--- config.mk ---
export PLATFORM = sky130hd
export DESIGN_NAME = lpprb_ctrl
export DESIGN_NICKNAME = d
export VERILOG_FILES = /design/src/hw/rtl/lpprb_pkg.sv /design/src/hw/rtl/lpprb_ctrl.sv
export SDC_FILE = /design/constraint.sdc
export NUM_CORES = 1
export LEC_CHECK = 0
export ABC_AREA = 1
export BUFFER_PORTS_ARGS = -buffer_cell sky130_fd_sc_hd__buf_4
export CAP_MARGIN = 20
export CORE_AREA = 2 2 39 41
export CTS_CLUSTER_DIAMETER = 50
export CTS_CLUSTER_SIZE = 12
export DETAILED_ROUTE_END_ITERATION = 8
export DIE_AREA = 0 0 41 43
export HOLD_SLACK_MARGIN = 0.05
export PLACE_DENSITY = 0.37
export SYNTH_ARGS = -nofsm -noshare
export SYNTH_HDL_FRONTEND = slang
export SYNTH_SLANG_ARGS = --single-unit
--- constraint.sdc ---
create_clock -name clock -period 1.7 [get_ports clock]
set_input_delay 0.255 -clock clock [delete_from_list [all_inputs] [get_ports clock]]
set_output_delay 0.255 -clock clock [all_outputs]
set_load 0.005 [all_outputs]
--- src/hw/rtl/lpprb_pkg.sv ---
// Shared types, widths and codes for the length-prefixed packet ring buffer.
`timescale 1ns / 1ps

package lpprb_pkg;

   localparam int DEPTH        = 4096;
   localparam int PTR_W        = $clog2(DEPTH);
   localparam int CNT_W        = $clog2(DEPTH + 1);
   localparam int BYTE_W       = 8;
   localparam int RING_SIZE_W  = 13;
   localparam int CHUNK_LEN_W  = 13;
   localparam int LEN_W        = 16;
   localparam int STATUS_W     = 2;
   localparam int STORED_W     = 13;

   localparam logic FUNC_PUSH = 1'b0;
   localparam logic FUNC_POP  = 1'b1;

   localparam logic [STATUS_W-1:0] STATUS_OK        = 2'd0;
   localparam logic [STATUS_W-1:0] STATUS_REJECT    = 2'd1;
   localparam logic [STATUS_W-1:0] STATUS_NO_PACKET = 2'd2;

   typedef struct packed {
      logic                   func;
      logic [BYTE_W-1:0]      push_byte;
      logic                   chunk_first;
      logic [CHUNK_LEN_W-1:0] chunk_len;
   } req_item_type;

   typedef struct packed {
      logic [STATUS_W-1:0] status;
      logic [BYTE_W-1:0]   pop_byte;
      logic                last_of_packet;
      logic [LEN_W-1:0]    packet_len;
      logic [STORED_W-1:0] stored_count;
   } rsp_item_type;

   // controller -> datapath
   typedef struct packed {
      logic capture;
      logic mem_read;
      logic commit;
   } cmd_type;

   // datapath -> controller
   typedef struct packed {
      logic out_busy;
   } stat_type;

endpackage

--- src/hw/rtl/lpprb_ctrl.sv ---
// Request sequencer: accept, memory read, commit.
`timescale 1ns / 1ps

module lpprb_ctrl (
   input  logic               clock,
   input  logic               reset,
   input  logic               req_valid,
   output logic               req_ready,
   input  lpprb_pkg::stat_type stat,
   output lpprb_pkg::cmd_type  cmd
);
   import lpprb_pkg::*;

   typedef enum logic [2:0] {
      ST_IDLE = 3'b001,
      ST_READ = 3'b010,
      ST_EXEC = 3'b100
   } state_type;

   state_type state_ff, state_in;

   always_comb begin
      state_in     = state_ff;
      req_ready    = 1'b0;
      cmd.capture  = 1'b0;
      cmd.mem_read = 1'b0;
      cmd.commit   = 1'b0;
      unique case (state_ff)
         ST_IDLE: begin
            req_ready   = 1'b1;
            cmd.capture = req_valid;
            if (req_valid) begin
               state_in = ST_READ;
            end
         end
         ST_READ: begin
            cmd.mem_read = 1'b1;
            state_in     = ST_EXEC;
         end
         ST_EXEC: begin
            // wait here while the previous response is still held
            if (!stat.out_busy) begin
               cmd.commit = 1'b1;
               state_in   = ST_IDLE;
            end
         end
         default: begin
            state_in = ST_IDLE;
         end
      endcase
   end

   always_ff @(posedge clock) begin
      if (reset) begin
         state_ff <= ST_IDLE;
      end else begin
         state_ff <= state_in;
      end
   end

endmodule

Word-level counts from Yosys, hierarchy flattened
Cells that the tools add are included.
- bits of input ports: 4
- word-level logic and storage cells: 15
- flip-flop bits (word level): 3
- output and inout port bits: 4
- reduce and logical (&&, ||, !) cells: 1
- equality and inequality tests: 5
- muxes and demuxes: 8
- operators with widths (kind ; count):
    $pmux 3 s3 ; 1
    $mux 3 ; 2
    $mux 1 ; 5
    $ne 2x2->1 const B ; 2
    $eq 3x1->1 const B ; 1
    $eq 3x2->1 const B ; 1
    $eq 3x3->1 const B ; 1
    $reduce_and 2->1 ; 1

Depth between registers and ports, before layout
Gate-level depths: netlist of run 1.
- word-level depth: 3
- depth in mapped cells: 5
- mapped depth without buffers: 5

Least setup slack after synthesis of run 1
No wires, ideal clock.
- path type: reg2out
- from: reg state_ff[0]
- to: out cmd[1] (netlist bit)
- buffers on the path: 1
- arrival time: 0.649 ns
- data required time: 1.445 ns
- cell stages (with the launch flop): 5
- setup slack: 0.796 ns
- path through: dfxtp_1 -> inv_1 -> nand3_1 -> inv_1 -> buf_4
- RTL lines (element ; line ; source):
    from (decl) ; lpprb_ctrl.sv:20 ; state_type state_ff, state_in;
    from (signal assigned) ; lpprb_ctrl.sv:57 ; state_ff <= state_in;
    to (decl) ; lpprb_ctrl.sv:10 ; output lpprb_pkg::cmd_type cmd

==> results of run 1 <==
[layout make-up]
cell class,count,share of cell area
inverters,6,0.0923
flip-flops and latches,3,0.246
clock buffers,4,0.108
repair buffers,7,0.215
multi-input cells,12,0.256
well taps,16,0.0821
[synthesized netlist by cell type]
library cell	instances
sky130_fd_sc_hd__nor2_2	1
sky130_fd_sc_hd__inv_2	1
sky130_fd_sc_hd__nand3_2	1
sky130_fd_sc_hd__nor3_1	1
sky130_fd_sc_hd__dfxtp_1	3
sky130_fd_sc_hd__nand2_1	1
sky130_fd_sc_hd__buf_4	1
sky130_fd_sc_hd__nor2_1	3
sky130_fd_sc_hd__nand3_1	3
sky130_fd_sc_hd__inv_1	5
sky130_fd_sc_hd__a21oi_1	1
sky130_fd_sc_hd__nor4_1	1
[where the power goes]
part	internal [mW]	switching [mW]
Combinational	0.0232	0.0208
Clock	0.0879	0.0363
Sequential	0.0763	0.00569
[logic make-up after synthesis]
kind of cell | share of synthesized area
simple gates | 0.377
buf+inv | 0.197
flops | 0.393
compound gates | 0.0328
[placed cells by master (no fill, tap or decap), drive strengths merged]
master and count:
clkbuf 4, nor2 4, dfxtp 3, nand2 1, nor3 1, buf 7
inv 6, nor4 1, nand3 4, a21oi 1
[routing by layer]
metal	wire [µm]	track usage	vias up	share of wire
met5	0	0	-	0
li1	-	-	87	-
met4	0	0.0600	0	0
met1	153	0.0543	62	0.43
met3	47	0.0785	0	0.13
met2	155	0.0719	7	0.44
[metrics by stage]
stage | instance area, µm² | total power, mW | util | hold WS [ps]
3_3_place_gp | 218 | 0.128 | 0.157 | 441
5_1_grt | 244 | 0.275 | 0.176 | 184
4_1_cts | 244 | 0.260 | 0.176 | 190
6_report | 244 | 0.250 | 0.176 | 197
3_5_place_dp | 218 | 0.128 | 0.157 | 439
2_1_floorplan | 153 | 0.106 | - | 324
[worst max-delay path: stages, from the launching register on]
cell,delay [ps]
sky130_fd_sc_hd__dfxtp_1,320
sky130_fd_sc_hd__inv_1,70
sky130_fd_sc_hd__nor4_1,260
sky130_fd_sc_hd__buf_4,160
[final timing paths]
kind / end / startpoint / slack (ps)
setup / recovery: cmd[0] / state_ff[2] / 400
setup reg to reg: state_ff[0] / state_ff[1] / 860
hold reg to reg: state_ff[2] / state_ff[2] / 510
hold / removal: state_ff[2] / reset / 200
==> out/metrics.yaml, run 1 <==
status:
  outcome: "finished, final reports clean"
timing:
  timing.final.max_slew_violations: 0
  fmax_mhz: 768
  grt_setup_unrepaired: "no"
  finalSetupViolCount: 0
  timing.final.ws_setup_ps: 398
  finalHoldViolations: 0
  timing_worst_slew_pin_value_ps: 266
  slew-limit-headroom: 0.821
  fraction_of_the_cycle_the_final_worst_path_needs: 0.766
  setup_total_negative_slack_ps: 0
  layout_min_cycle_time_ps: 1300
  timing.clock.skew_ps: 1.04
power:
  p_per_cell_area_mw_per_mm2: 1030
  max-vdd-ir-drop_mv: 0.402
  total_leakage_power_nw: 0.129
clock_network:
  cts_tree: "done"
  cell_at_the_root_of_the_clock_tree: "sky130_fd_sc_hd__clkbuf_4"
  cts.sinks: 3
  insertion_delay_ps: 230
  holdBufCountCts: 0
  worst_setup_hold_path_clk_slew_ps: 30
  cts_resized: 0
  clock_tree.buffer_depth: 2
  cts_setup_buffers: 0
  cts_made_buffers: 3
  cts_htree_levels: 1
layout:
  flip_flop_count_of_the_largest_register_after_layout: 3
  sequential_cell_area_um2: 60.1
  top_register: "state_ff"
  fillCellCount: 169
  post_route_cells_drive_above_1_share: 0.406
  reg.largest.list: "state_ff: 3 flops"
  synthToLayoutAreaGrowth_pct: 59.8
  insertedDiodeCount: 0
  num-nets-final: 37
  multi_input_area_um2: 62.6
  layoutNonFillerInstCount: 48
critical_path:
  endpoint_kind: "output pin"
  arrival_ps: 1050
  path_class: "flop to output pin"
  r2r_cells: 5
  cp_data_required_time_ps: 1440
  setup.worst_path.start_class: "flop"
  critical_path.max_fanout: 3
synth:
  post-synth-top-area-cell: "sky130_fd_sc_hd__dfxtp_1"
  syn_area_um2: 153
  synth_warnings: 0
  syn_inst: 22
  post-synth-top-area-fraction: 0.393
  synth.net_count: 26
  synth_cell_types: 12
  syn_area_per_cell_um2: 6.94
  synth.ff_latch_count: 3
  synth-seq-area-share: 0.393
  netlist_top_cells_area: "sky130_fd_sc_hd__dfxtp_1 39%, sky130_fd_sc_hd__inv_1 12%, sky130_fd_sc_hd__nand3_1 9.8%, sky130_fd_sc_hd__nor2_1 7.4%, sky130_fd_sc_hd__nand3_2 6.6%"
routing:
  detail_route.first_pass.iterations: 2
  route.final.wire_length_um: 356
  number_of_vias_per_cell_after_detailed_routing: 3.25
  route.antenna.remaining_nets: 0
  dr.first_iter.drc_count: 1
  drt-wirelength-per-cell_um: 7.42
  drc: 0
  detailroute.via_count: 156
run:
  max-cap-violations: 0
floorplan:
  core_outline_area_mm2: 0.00138
  die_width_um: 41
  die-area_mm2: 0.00176
  num_io_pins: 8
  dieHeight_um: 43
  initial_core_utilization: 0.110
  num_rows: 14
global_route:
  grt_start_max_net_pins: 6
  grt-ovfl-total: 0
  first_global_vias: 172
  groute.usage.overall: 0.0641
  wire_length_of_the_first_global_routing_pass_um: 627
  initial_antenna_violation_count: 0
place:
  port_buffers: 7
  pre_cts_ws_ps: 664
  dp.cells: 44
  place_congestion: 0.621
  place_hpwl_um: 282
worst_hold_path:
  worstHoldPathCells: 2
  hold_class: "input pin to flop"
Power figures use the tool's default switching activity.
==> run 2, diff against run 1 <==
ABC_AREA = 0   (was 1)
PLACE_DENSITY = 0.38   (was 0.37)
clock period = 1.1 ns   (was 1.7 ns; I/O delays follow)
==> run 2 against run 1 <==
  * The flow now finishes with violations (negative setup slack)
  * Synthesized cell count down 27%
  * Final cell count down 8.3%
  * Die area is the same
  * Final area grew 18%
  * Sequential power rose by 49%
  * First-iteration DRC count rose to 3.0 times the previous value
  * Total power grew 50%
  * Critical endpoint is now cmd[1]
==> out/metrics.yaml, run 2 <==
status:
  outcome: "finished with violations"  # was finished, final reports clean
  failed_checks: "negative setup slack"
synth:
  syn_area_um2: 161  # was 153 µm²
  syn_inst: 16  # was 22
  synth_ff_type: "sky130_fd_sc_hd__dfxtp_1"  # unchanged
  synth.net_count: 20  # was 26
  synth_cell_types: 13  # was 12
  synth.ff_latch_count: 3  # unchanged
  synth-seq-area-share: 0.372  # was 0.393
  syn_area_per_cell_um2: 10.1  # was 6.94 µm²
  post-synth-top-area-fraction: 0.372  # was 0.393
  post-synth-top-area-cell: "sky130_fd_sc_hd__dfxtp_1"  # unchanged
  synth.cells.most_frequent: "3 x sky130_fd_sc_hd__dfxtp_1, 2 x sky130_fd_sc_hd__inv_1"  # was 5 x sky130_fd_sc_hd__inv_1, 3 x sky130_fd_sc_hd__dfxtp_1, 3 x sky130_fd_sc_hd__nand3_1, 3 x sky130_fd_sc_hd__nor2_1
  synth_warnings: 0  # unchanged
  number_of_enable_flip_flop_cells_after_synthesis: 0  # unchanged
  synthMostInstantiatedCell: "sky130_fd_sc_hd__dfxtp_1"  # was sky130_fd_sc_hd__inv_1
  asyncSetResetFlopFracSynth: 0  # unchanged
  netlist_top_cells_area: "sky130_fd_sc_hd__dfxtp_1 37%, sky130_fd_sc_hd__nand4bb_2 10%, sky130_fd_sc_hd__nand4bb_1 7.0%, sky130_fd_sc_hd__a31o_1 5.4%, sky130_fd_sc_hd__nor4b_1 5.4%"  # was sky130_fd_sc_hd__dfxtp_1 39%, sky130_fd_sc_hd__inv_1 12%, sky130_fd_sc_hd__nand3_1 9.8%, sky130_fd_sc_hd__nor2_1 7.4%, sky130_fd_sc_hd__nand3_2 6.6%
worst_hold_path:
  hold_class: "input pin to flop"  # unchanged
  worstHoldPathCells: 2  # unchanged
  whs_endpoint: "state_ff[1]"  # was state_ff[2]
  min_from: "reset"  # unchanged
routing:
  route.final.wire_length_um: 372  # was 356 µm
  highest_layer: "met4"  # was met3
  wl_met1_um: 134  # was 153 µm
  detailroute.via_count: 156  # unchanged
  route.met2.wl_um: 207  # was 155 µm
  detail_route.first_pass.iterations: 2  # unchanged
  route.antenna.remaining_nets: 0  # unchanged
  drt-wirelength-per-cell_um: 8.45  # was 7.42 µm
  detailroute.wirelength.met3_um: 13  # was 47 µm
  number_of_vias_per_cell_after_detailed_routing: 3.55  # was 3.25
  dr.first_iter.drc_count: 3  # was 1
  drc: 0  # unchanged
layout:
  flip_flop_count_of_the_largest_register_after_layout: 3  # unchanged
  reg.largest.list: "state_ff: 3 flops"  # unchanged
  sequential_cell_area_um2: 68.8  # was 60.1 µm²
  top_register: "state_ff"  # unchanged
  multi_input_area_um2: 95.1  # was 62.6 µm²
  mostFrequentLayoutCells: "8 x sky130_fd_sc_hd__buf_4, 3 x sky130_fd_sc_hd__clkbuf_4, 2 x sky130_fd_sc_hd__dfxtp_4"  # was 7 x sky130_fd_sc_hd__buf_4, 5 x sky130_fd_sc_hd__inv_1
  synthToLayoutAreaGrowth_pct: 79.1  # was 59.8%
  fillCellCount: 161  # was 169
  post_route_cells_drive_above_1_share: 0.679  # was 0.406
  num-nets-final: 33  # was 37
  finalCoreUtilization: 0.209  # was 0.176
  insertedDiodeCount: 0  # unchanged
  layout.cells.most_common: "sky130_fd_sc_hd__buf_4"  # unchanged
timing:
  fmax_mhz: 779
  timing.clock.skew_ps: 5.26  # was 1.04 ps
  timing.final.max_slew_violations: 0  # unchanged
  layout_min_cycle_time_ps: 1280
  finalHoldViolations: 0  # unchanged
  timing.final.ws_setup_ps: -184  # was 398 ps
  setup_total_negative_slack_ps: -412  # was 0 ps
  timing_worst_slew_pin_value_ps: 188  # was 266 ps
  slew-limit-headroom: 0.875  # was 0.821
  fin_hold_ws_ps: 95.9  # was 197 ps
  fraction_of_the_cycle_the_final_worst_path_needs: 1.17
  finalSetupViolCount: 4  # was 0
  grt_setup_unrepaired: "yes"  # was no
global_route:
  first_global_vias: 155  # was 172
  grt_start_max_net_pins: 8  # was 6
  grt-ovfl-total: 0  # unchanged
  initial_antenna_violation_count: 0  # unchanged
  groute.usage.overall: 0.0622  # was 0.0641
  wire_length_of_the_first_global_routing_pass_um: 690  # was 627 µm
clock_network:
  clock_tree.buffer_depth: 2  # unchanged
  holdBufCountCts: 0  # unchanged
  cell_at_the_root_of_the_clock_tree: "sky130_fd_sc_hd__clkbuf_4"  # unchanged
  cts.sinks: 3  # unchanged
  insertion_delay_ps: 240  # was 230 ps
  cts_htree_levels: 1  # unchanged
  worst_setup_hold_path_clk_slew_ps: 40  # was 30 ps
  cts_tree: "done"  # unchanged
  cts_made_buffers: 3  # unchanged
place:
  port_buffers: 7  # unchanged
  place_congestion: 0.580  # was 0.621
critical_path:
  path_class: "flop to output pin"  # unchanged
  critical-path-top-delay-family: "simple AND/OR/NAND/NOR gates"  # was flip-flops
  endpoint_kind: "output pin"  # unchanged
  r2r_cells: 2  # was 5
  critical_path.max_fanout: 7  # was 3
  rrSetupSlack_ps: 60  # was 860 ps
  critical_path_buf_inv_count: 2  # unchanged
  crit-reg2reg-launch: "state_ff[2]"  # was state_ff[1]
  cpPeakStageDelay_ps: 400  # was 320 ps
  crit_path_top_delay_cell: "sky130_fd_sc_hd__or3b_4"  # was sky130_fd_sc_hd__dfxtp_1
  critical_path.cell_chain: "or3b_4 > inv_2 > buf_6"  # was inv_1 > nor4_1 > buf_4
  cp_data_required_time_ps: 940  # was 1440 ps
  arrival_ps: 1120  # was 1050 ps
  reg2reg_to: "state_ff[0]"  # unchanged
  setup.worst_path.start_class: "flop"  # unchanged
floorplan:
  die_width_um: 41  # unchanged
  initial_core_utilization: 0.117  # was 0.110
  die-area_mm2: 0.00176  # unchanged
  core_outline_area_mm2: 0.00138  # unchanged
  dieHeight_um: 43  # unchanged
  num_rows: 14  # unchanged
  num_io_pins: 8  # unchanged
power:
  total_leakage_power_nw: 0.119  # was 0.129 nW
  max-vdd-ir-drop_mv: 0.457  # was 0.402 mV
  p_total_mw: 0.374  # was 0.250 mW
  p_per_cell_area_mw_per_mm2: 1300  # was 1030 mW/mm²
run:
  max-cap-violations: 0  # unchanged
## run 2: cell count changes in the layout (fill, tap and decap cells not counted), sizes merged, moves of 2 or more
cell     before  now
buf           7    9
inv           6    2
nand3         4    0
nand4bb       0    2
nor2          4    1
## run 2: cell type report
class / instances / share of cell area
inverters: 2 / 0.0260
well taps: 16 / 0.0693
flip-flops and latches: 3 / 0.238
clock buffers: 4 / 0.0909
repair buffers: 9 / 0.247
multi-input cells: 10 / 0.329
## run 2: how the worst max path moves through the flow
| stage | from | endpoint | slack (ps) | depth (start not counted) |
|---|---|---|---|---|
| CTS | state_ff[1] | cmd[1] | -200 | 3 |
| detailed placement | state_ff[1] | cmd[1] | 3 | 3 |
| global route | state_ff[1] | cmd[1] | -220 | 3 |
| global placement | state_ff[1] | cmd[1] | 2 | 3 |
| finish | state_ff[2] | cmd[1] | -180 | 3 |
| floorplan | state_ff[1] | cmd[1] | 60 | 3 |
## run 2: what timing repair did
action	CTS	global route
resized for setup	5	4
pin swaps	2	0
setup endpoints to repair	4	4
setup buffers	0	1
## run 2: metal layers
layer / global-route usage / up-vias
li1: - / 81
met1: 0.0609 / 69
met2: 0.0875 / 4
met3: 0.0314 / 2
met4: 0.0600 / 0
met5: 0 / -
## run 2: cell families after synthesis
group / count (synthesis) / synth area share
simple gates: 8 / 0.434
buf+inv: 3 / 0.0931
flops: 3 / 0.372
compound gates: 2 / 0.101
## run 2: stage by stage
| step | setup slack (ps) | area [µm²] | std cells |
|---|---|---|---|
| global route | -217 | 289 | 44 |
| floorplan | 57.0 | 161 | 16 |
| finish | -184 | 289 | 44 |
| detailed placement | 2.80 | 234 | 39 |
| global placement | 1.58 | 234 | 39 |
| CTS | -203 | 273 | 43 |
## run 2: power breakdown
part	switching, mW	internal [mW]	leakage, nW
Clock	0.0595	0.136	0.0150
Sequential	0.00799	0.114	0.0258
Combinational	0.0187	0.0378	0.0779
